`src/design/kvt_pkg.sv`:
```
// Package for the keyed value table: request and response transaction types,
// request and status codes, and the default table dimensions.
// No dependencies; used by keyed_value_table.
package kvt_pkg;

  // Default table dimensions.
  localparam int KVT_CAPACITY    = 16;
  localparam int KVT_VALUE_WIDTH = 32;

  // Request codes. Code 3 is undefined and performs no operation.
  localparam logic [1:0] REQ_INSERT = 2'd0;
  localparam logic [1:0] REQ_ERASE  = 2'd1;
  localparam logic [1:0] REQ_LOOKUP = 2'd2;

  // Status codes.
  localparam logic [1:0] STATUS_OK        = 2'd0;
  localparam logic [1:0] STATUS_NOT_FOUND = 2'd1;
  localparam logic [1:0] STATUS_DUPLICATE = 2'd2;
  localparam logic [1:0] STATUS_FULL      = 2'd3;

  // One request transaction.
  typedef struct packed {
    logic [1:0]         req_type;
    logic signed [31:0] key;
    logic signed [31:0] value;
  } kvt_req_t;

  // One response transaction.
  typedef struct packed {
    logic [1:0]         status;
    logic               found;
    logic signed [31:0] value_out;
    logic [4:0]         entry_count;
  } kvt_rsp_t;

endpackage

```
`src/design/keyed_value_table.sv`:
```
// Keyed value table: an unsorted key/value store searched one entry per cycle.
// Depends on kvt_pkg for the transaction types, codes and default dimensions.
// A request is answered once the scan ends: the single read port compares one
// stored key per cycle, and a hit ends the scan early; a successful erase then
// passes through S_LAST and S_MOVE to move the last entry into the erased slot.
// Throughput: one request at a time. Reset clears the entry count and the
// handshake state; the key and value memories are not cleared, since only
// entries below the count are ever read.
module keyed_value_table #(
  parameter int CAPACITY    = kvt_pkg::KVT_CAPACITY,
  parameter int VALUE_WIDTH = kvt_pkg::KVT_VALUE_WIDTH
) (
  input  logic              clk,
  input  logic              rst,
  input  logic              req_valid,
  output logic              req_stall,
  input  kvt_pkg::kvt_req_t req,
  output logic              rsp_valid,
  input  logic              rsp_stall,
  output kvt_pkg::kvt_rsp_t rsp
);
  import kvt_pkg::*;

  localparam int CW = $clog2(CAPACITY + 1);
  localparam int AW = (CAPACITY > 1) ? $clog2(CAPACITY) : 1;

  typedef enum logic [4:0] {
    S_IDLE = 5'b00001,
    S_SCAN = 5'b00010,
    S_LAST = 5'b00100,
    S_MOVE = 5'b01000,
    S_DONE = 5'b10000
  } state_t;

  state_t state, state_next;

  // Entry count and scan bookkeeping.
  logic [CW-1:0] fill, fill_next;
  logic [CW-1:0] iss;
  logic          dv;
  logic [AW-1:0] didx;
  logic [AW-1:0] pos;

  // Captured request.
  logic [1:0]             req_type_r;
  logic [31:0]            key_r;
  logic [VALUE_WIDTH-1:0] value_r;

  // Result held until the response register is free.
  logic [1:0]             res_status;
  logic                   res_found;
  logic [VALUE_WIDTH-1:0] res_vout;

  // Storage and its single read and write ports.
  logic [31:0]            key_mem [CAPACITY];
  logic [VALUE_WIDTH-1:0] val_mem [CAPACITY];
  logic [31:0]            key_rd;
  logic [VALUE_WIDTH-1:0] val_rd;
  logic [AW-1:0]          rd_addr;
  logic                   wr_en;
  logic [AW-1:0]          wr_addr;
  logic [31:0]            wr_key;
  logic [VALUE_WIDTH-1:0] wr_val;

  logic hit, miss, scan_end, accept, rsp_free;

  assign accept   = req_valid && !req_stall;
  assign req_stall = (state != S_IDLE);
  assign rsp_free = !rsp_valid || !rsp_stall;
  assign hit      = dv && (key_rd == key_r);
  assign miss     = !dv && (iss >= fill);
  assign scan_end = (state == S_SCAN) && (hit || miss);

  // Sequencer, memory port control and entry count update.
  always_comb begin
    state_next = state;
    fill_next  = fill;
    wr_en      = 1'b0;
    wr_addr    = pos;
    wr_key     = key_rd;
    wr_val     = val_rd;
    rd_addr    = iss[AW-1:0];
    case (state)
      S_IDLE: begin
        if (accept) begin
          state_next = S_SCAN;
        end
      end
      S_SCAN: begin
        if (scan_end) begin
          state_next = S_DONE;
          if (req_type_r == REQ_INSERT && !hit && fill != CW'(CAPACITY)) begin
            wr_en     = 1'b1;
            wr_addr   = fill[AW-1:0];
            wr_key    = key_r;
            wr_val    = value_r;
            fill_next = fill + 1'b1;
          end else if (req_type_r == REQ_ERASE && hit) begin
            state_next = S_LAST;
          end
        end
      end
      S_LAST: begin
        // Read the last entry; it moves into the erased slot.
        rd_addr    = AW'(fill - 1'b1);
        fill_next  = fill - 1'b1;
        state_next = S_MOVE;
      end
      S_MOVE: begin
        wr_en      = 1'b1;
        state_next = S_DONE;
      end
      S_DONE: begin
        if (rsp_free) begin
          state_next = S_IDLE;
        end
      end
      default: begin
        state_next = S_IDLE;
      end
    endcase
  end

  // Key and value memories with registered read data.
  always_ff @(posedge clk) begin
    if (wr_en) begin
      key_mem[wr_addr] <= wr_key;
      val_mem[wr_addr] <= wr_val;
    end
    key_rd <= key_mem[rd_addr];
    val_rd <= val_mem[rd_addr];
  end

  // Control state.
  always_ff @(posedge clk) begin
    if (rst) begin
      state     <= S_IDLE;
      fill      <= '0;
      dv        <= 1'b0;
      rsp_valid <= 1'b0;
    end else begin
      state <= state_next;
      fill  <= fill_next;
      if (accept) begin
        dv <= 1'b0;
      end else if (state == S_SCAN) begin
        dv <= !scan_end && (iss < fill);
      end
      if (state == S_DONE && rsp_free) begin
        rsp_valid <= 1'b1;
      end else if (!rsp_stall) begin
        rsp_valid <= 1'b0;
      end
    end
  end

  // Request capture, scan counters and result formation.
  always_ff @(posedge clk) begin
    if (accept) begin
      req_type_r <= req.req_type;
      key_r      <= req.key;
      value_r    <= VALUE_WIDTH'($unsigned(req.value));
      iss        <= '0;
    end
    if (state == S_SCAN && !scan_end && iss < fill) begin
      didx <= iss[AW-1:0];
      iss  <= iss + 1'b1;
    end
    if (scan_end) begin
      pos        <= didx;
      res_found  <= hit;
      res_vout   <= '0;
      res_status <= STATUS_OK;
      case (req_type_r)
        REQ_INSERT: begin
          if (hit) begin
            res_status <= STATUS_DUPLICATE;
          end else if (fill == CW'(CAPACITY)) begin
            res_status <= STATUS_FULL;
          end
        end
        REQ_ERASE: begin
          if (!hit) begin
            res_status <= STATUS_NOT_FOUND;
          end
        end
        REQ_LOOKUP: begin
          if (hit) begin
            res_vout <= val_rd;
          end else begin
            res_status <= STATUS_NOT_FOUND;
          end
        end
        default: begin
          res_status <= STATUS_OK;
        end
      endcase
    end
    if (state == S_DONE && rsp_free) begin
      rsp.status      <= res_status;
      rsp.found       <= res_found;
      rsp.value_out   <= 32'(res_vout);
      rsp.entry_count <= 5'(fill);
    end
  end

  // The entry count never passes the capacity.
  a_fill_bound: assert property (@(posedge clk) disable iff (rst)
    fill <= CW'(CAPACITY))
    else $error("entry count exceeds capacity");

  // An accepted transaction starts a scan.
  a_accept_scan: assert property (@(posedge clk) disable iff (rst)
    accept |=> state == S_SCAN)
    else $error("accepted transaction did not start a scan");

  // Erase shrinks the table by exactly one entry before the move.
  a_erase_shrink: assert property (@(posedge clk) disable iff (rst)
    state == S_LAST |=> state == S_MOVE && fill == $past(fill) - 1'b1)
    else $error("erase did not shrink the table by one");

  // A key under comparison always comes from a filled entry.
  a_scan_in_range: assert property (@(posedge clk) disable iff (rst)
    (state == S_SCAN && dv) |-> CW'(didx) < fill)
    else $error("scan compared an entry beyond the fill");

  // A response is only loaded once the scan has resolved.
  a_done_order: assert property (@(posedge clk) disable iff (rst)
    (state == S_DONE) |-> ($past(state) == S_SCAN || $past(state) == S_MOVE
                          || $past(state) == S_DONE))
    else $error("response stage entered out of order");

endmodule
```
`config.mk`:
```
export PLATFORM = sky130hd
export DESIGN_NAME = keyed_value_table
export DESIGN_NICKNAME = d
export VERILOG_FILES = /design/src/design/kvt_pkg.sv /design/src/design/keyed_value_table.sv
export SDC_FILE = /design/constraint.sdc
export NUM_CORES = 2
export LEC_CHECK = 0
export ABC_CLOCK_PERIOD_IN_PS = 6390
export BUFFER_PORTS_ARGS = -buffer_cell sky130_fd_sc_hd__buf_4
export CAP_MARGIN = 20
export CORE_MARGIN = 2
export CORE_UTILIZATION = 37
export CTS_CLUSTER_SIZE = 40
export DETAILED_ROUTE_END_ITERATION = 10
export HOLD_SLACK_MARGIN = 0.06
export SKIP_LAST_GASP = 1
export SLEW_MARGIN = 20
export SYNTH_ARGS = -nofsm -noshare
export SYNTH_HDL_FRONTEND = slang
export SYNTH_SLANG_ARGS = --single-unit
```
`constraint.sdc`:
```
create_clock -name clk -period 6.39 [get_ports clk]
set_input_delay 0.639 -clock clk [delete_from_list [all_inputs] [get_ports clk]]
set_output_delay 0.639 -clock clk [all_outputs]
set_load 0.03 [all_outputs]
```
# [After elaboration in Yosys (flattened, before gate mapping)]
# Memories as Yosys holds them, arrays and structs flattened. A register that Yosys moved wholly into a read port is not among the register bits.
# Cells that the tools add are included.
[totals] regBits=166 latchBits=0 ram_bits=1024 rom_bits=0 in_bits=70 wordCells=99 mem_count=2
[mem_list] name="key_mem" words=16 width=32 read_ports=1 rd_clocked_by_memory_dff=1 wr=1 line="keyed_value_table.sv:55" text="logic [31:0] key_mem [CAPACITY];"
[mem_list] name="val_mem" words=16 width=32 read_ports=1 rd_clocked_by_memory_dff=1 wr=1 line="keyed_value_table.sv:56" text="logic [VALUE_WIDTH-1:0] val_mem [CAPACITY];"
[op_classes] add_sub_neg=3 n_mul=0 n_div=0 order_cmp=2 n_eq_ne=16 shift=0 mux=32 bitwise_logic=0 n_reduce_logical=27
[ops] op="2-to-1 mux 32 bit" count=6
[ops] op="2-to-1 mux 5 bit" count=9
[ops] op="== test 32 bit" count=1
[ops] op="case mux 5 bit (5 select lines)" count=1
[ops] op="2-to-1 mux 4 bit" count=4
[ops] op="logical AND 1 bit" count=11
[ops] op="adder 5 x 1 -> 5 bit, second input constant" count=2
[ops] op="== test 5 bit, second input constant" count=2
[ops] op="case mux 5 bit (2 select lines)" count=1
[ops] op="2-to-1 mux 1 bit" count=7
[ops] op="logical NOT 1 bit" count=6
[ops] op="inequality test 2 bit, second input constant" count=3
[ops] op="AND reduction 3 bit" count=2
[ops] op="== test 5 x 1 -> 1 bit, second input constant" count=1
[ops] op="== test 5 x 2 -> 1 bit, second input constant" count=1
[ops] op="== test 5 x 3 -> 1 bit, second input constant" count=1
[ops] op="== test 5 x 4 -> 1 bit, second input constant" count=1
[ops] op="greater-or-equal comparator 5 bit" count=1
[ops] op="< comparator 5 bit" count=1
[ops] op="inequality test 5 x 1 -> 1 bit, second input constant" count=1
[ops] op="inequality test 5 bit, second input constant" count=1
[ops] op="subtractor 5 x 1 -> 5 bit, second input constant" count=1
[ops] op="2-to-1 mux 2 bit" count=2
[ops] op="inequality test 2 x 1 -> 1 bit, second input constant" count=2
[ops] op="other kinds (9)" count=12

# [Longest topological paths before layout]
[depth] ltp_word=10 depth_mapped=11 depth_no_buf=8

# [Worst setup path before layout]
# OpenSTA, ideal clock, no wires.
[synth_path] kind="reg-to-reg" startpoint="reg fill[2]" endpoint="mem key_mem[10][0] (enable)" setup_time_ns=0.508 arrival_ns=5.351 slack_ns=0.531 stages_incl_launch_ff=11 path_buffers=2 path_cell_list="dfxtp_1 > clkbuf_1 > inv_1 > ha_1 > and3_1 > o21ai_0 > a31oi_1 > and2_1 > buf_2 > nand3_1 > o22ai_1"
[synth_via] elab_chain_cells=8 word_cells_on_any_way=14 cone_classes="order compare (1); eq/ne (1); mux (8); reduce/logical (4)"
[synth_lines] item="from (decl)" line="keyed_value_table.sv:38" text="logic [CW-1:0] fill, fill_next;"
[synth_lines] item="from (signal assigned)" line="keyed_value_table.sv:143" text="fill <= fill_next;"
[synth_lines] item="greater-or-equal comparator 5 bit" line="keyed_value_table.sv:71" text="assign miss = !dv && (iss >= fill);"
[synth_lines] item="logical AND 1 bit" line="keyed_value_table.sv:71"
[synth_lines] item="logical OR 1 bit" line="keyed_value_table.sv:72" text="assign scan_end = (state == S_SCAN) && (hit || miss);"
[synth_lines] item="logical AND 1 bit" line="keyed_value_table.sv:72"
[synth_lines] item="2-to-1 mux 1 bit" line="keyed_value_table.sv:90" text="if (scan_end) begin"
[synth_lines] item="case mux 1 bit (2 select lines)" line="keyed_value_table.sv:83" text="case (state)"
[synth_lines] item="2-to-1 mux 1 bit" line="keyed_value_table.sv:126" text="if (wr_en) begin"
[synth_lines] item="2-to-1 mux 1 bit (not written as such)" line="keyed_value_table.sv:127" text="key_mem[wr_addr] <= wr_key;"
[synth_lines] item="to (decl)" line="keyed_value_table.sv:55"
# Parallel ways exist; a longest one is shown, timed or not.

# [Worst setup path after layout]
[layout_path] startpoint="reg fill[2]" endpoint="mem key_mem[10][10] (enable)"
# The elaborated chain is that of the path after synthesis.

==> impl_metrics.ini <==
[cts]
postCtsSetupBuffers = 0
ctsLongestPathBuffers = 3
post_cts_resized = 0
cts_tree = done
numClockSinks = 1254
root_buffer = clkbuf_16
ctsHoldBuffers = 63
cts.clk_slew.worst_paths_ns = 0.06
cts_made_buffers = 120
clock_latency_ns = 0.76
h-tree-depth = 3

[floorplan]
coreArea_um2 = 137000
io_pins = 112
die_width_um = 375
initial_core_util = 0.372
die_y_um = 375
core.rowCount = 136
dieArea_um2 = 141000

[layout]
multi_input_area_um2 = 13200
drive_gt1_frac = 0.146
final_cell_mix = edfxtp_1, nand2_1, a21oi_1
layout_commonest_cell = edfxtp_1
antenna_cells = 0
seq_area_um2 = 36900
fillCellCount = 12200
final_nets = 3709
layout-area-overhead-vs-synth_pct = 15.1
final_cell_area_um2 = 58800
final_core_utilization = 0.429

[timing]
clock.fmax_mhz = 197
hold_violations = 0
rsz0062_at_grt = no
fin_hold_ws_ns = 0.0936
worst_pin_slew_ns = 1.20
setup-violations-final = 0
fin_crit_ns = 5.09
fin_setup_tns_ns = 0
fin_skew_ns = 0.0322
period_share = 0.796
slew_headroom = 0.201
slew_violations = 0

[power]
peakVddDrop_uv = 236
power_leakage_nw = 19.3
finalPower_w = 0.0201
cellPowerDensity_nw_per_um2 = 341

[synth]
ys_ff_latch = 1254
synth_top_flop_cell = edfxtp_1
netlist_instances = 3560
yosysSeqAreaShare = 0.723
synth_warnings = 0
synth-async-reset-ratio = 0
ys_types = 57
synth_edf_count = 1178
syn-num-nets = 3642
synth.avg_cell_area_um2 = 14.3
post_synth_instance_area_um2 = 51100

[global_routing]
grt_max_degree = 132
antenna_found_initial = 1
grt_pass1_wl_um = 222000
grt_pass1_vias = 32200
overflow = 0
grt_usage = 0.212

[drt]
drtAntennaViolNets = 0
num_vias = 33200
vias_per_cell = 6.00
drt_wl_total_um = 153000
drt_pass1_iterations = 5
drt_iter0_drc = 3806
drcViolationCount = 0
wire_per_inst_um = 27.7

[critical_path]
critical_path.max_stage_delay_ns = 0.96
cp_slowest_cell = o22ai_4
cp-end-kind = flip-flop
crit_arrival_ns = 5.48
cp_max_fo = 33
crit_chain = inv_1, ha_1, and3_1, o21ai_0, a31oi_1, and2_4, nand3_1, o22ai_4, buf_4
criticalPathCategory = flip-flop to flip-flop
crit_required_ns = 6.78
ff2ff_setup_slack_ns = 1.30
start_kind = flip-flop

[placed_design]
postPlaceCellArea_um2 = 54200
place_congestion = 0.823
hpwlAfterDp_um = 79600
port_buffers = 111

[worst_hold_path]
hold_path_class = primary input to flip-flop

[status]
status = finished, final reports clean

[job]
drv_cap = 0
==> layer usage <==
metal,GRT usage,up-vias,part of all wire
met1,0.298,16900,0.42
li1,-,14300,-
met4,0.0690,4,0.029
met3,0.0352,264,0.089
met5,0,-,0.00014
met2,0.335,1716,0.46
==> power by group <==
group / switching, W / total, W / internal (W)
clock network: 0.00311 / 0.00720 / 0.00410
registers: 0.000194 / 0.0100 / 0.00982
logic: 0.00208 / 0.00284 / 0.000756
total: 0.00538 / 0.0201 / 0.0147
==> final cells by class <==
class / count / area share
clock inverter: 53 / 0.00964
multi-input combinational: 1973 / 0.225
sequential: 1254 / 0.628
tap: 1794 / 0.0382
clock buffer: 175 / 0.0580
inverter: 18 / 0.00119
timing repair buffer: 260 / 0.0406
==> critical path, delay by kind of cell (launching register included) <==
family	cells	cell delay [ns]
adder cells (fa/ha/maj)	1	0.32
AO/OA/AOI/OAI	3	1.78
flip-flops	1	0.59
buffers and inverters	2	0.73
AND/OR/NAND/NOR	3	1.26
==> Yosys cell counts, types with 9 or more instances <==
| library cell | number | area, µm² |
|---|---|---|
| a211o_1 | 64 | 561 |
| and3_1 | 163 | 1020 |
| clkbuf_1 | 250 | 938 |
| nand4_1 | 67 | 419 |
| a21oi_1 | 268 | 1340 |
| ha_1 | 12 | 150 |
| nor2_1 | 25 | 93.8 |
| buf_1 | 32 | 120 |
| o221ai_1 | 63 | 552 |
| nand4b_1 | 64 | 561 |
| nand3_1 | 17 | 85.1 |
| xnor2_1 | 12 | 105 |
| a211oi_1 | 132 | 991 |
| o31ai_1 | 65 | 488 |
| nand2_1 | 459 | 1720 |
| or3_1 | 70 | 438 |
| o211ai_1 | 67 | 503 |
| a32oi_1 | 126 | 1100 |
| buf_6 | 9 | 101 |
| a2bb2oi_2 | 60 | 901 |
| buf_2 | 23 | 115 |
| inv_1 | 18 | 67.6 |
| o22ai_1 | 80 | 500 |
| a21oi_2 | 60 | 526 |
| xor2_1 | 25 | 219 |
| edfxtp_1 | 1178 | 35400 |
| dfxtp_1 | 76 | 1520 |
==> stage by stage <==
stage / setup slack [ns] / std cells
final: 1.30 / 5527
after CTS: 1.41 / 5527
after floorplan: 0.531 / 3560
after global routing: 1.17 / 5527
after detailed placement: 1.46 / 5236
after global placement: 1.56 / 5235
==> registers in the layout (all words and copies together), names as in the netlist <==
register and cells:
didx 4, iss 5, res_vout 32, fill 5, val_mem 512, rsp_valid 1, res_status 2, key_r 32
dv 1, val_rd 32, state 5, rsp 40, key_mem 512, value_r 32, pos 4, res_found 1
req_type_r 2, key_rd 32
==> kinds of logic (layout without fill, tap and decap cells) <==
logic type,after synthesis,in the layout,share of synthesized area
AO/OA/AOI/OAI,1015,1015,0.151
XOR/XNOR,37,37,0.00635
adder cells (fa/ha/maj),12,12,0.00294
buffers and inverters,333,506,0.0264
flip-flops,1254,1254,0.723
multiplexers,4,4,0.000833
AND/OR/NAND/NOR,905,905,0.0902
==> path summary, 6_finish.rpt <==
kind,startpoint,end,depth (start not counted)
max,fill[2],key_mem[10][10],9
min,req[50],key_r[18],1
max reg2reg,fill[2],key_mem[10][10],9
min reg2reg,res_vout[14],rsp[19],0
No activity file was read; power rests on OpenSTA's default activity.
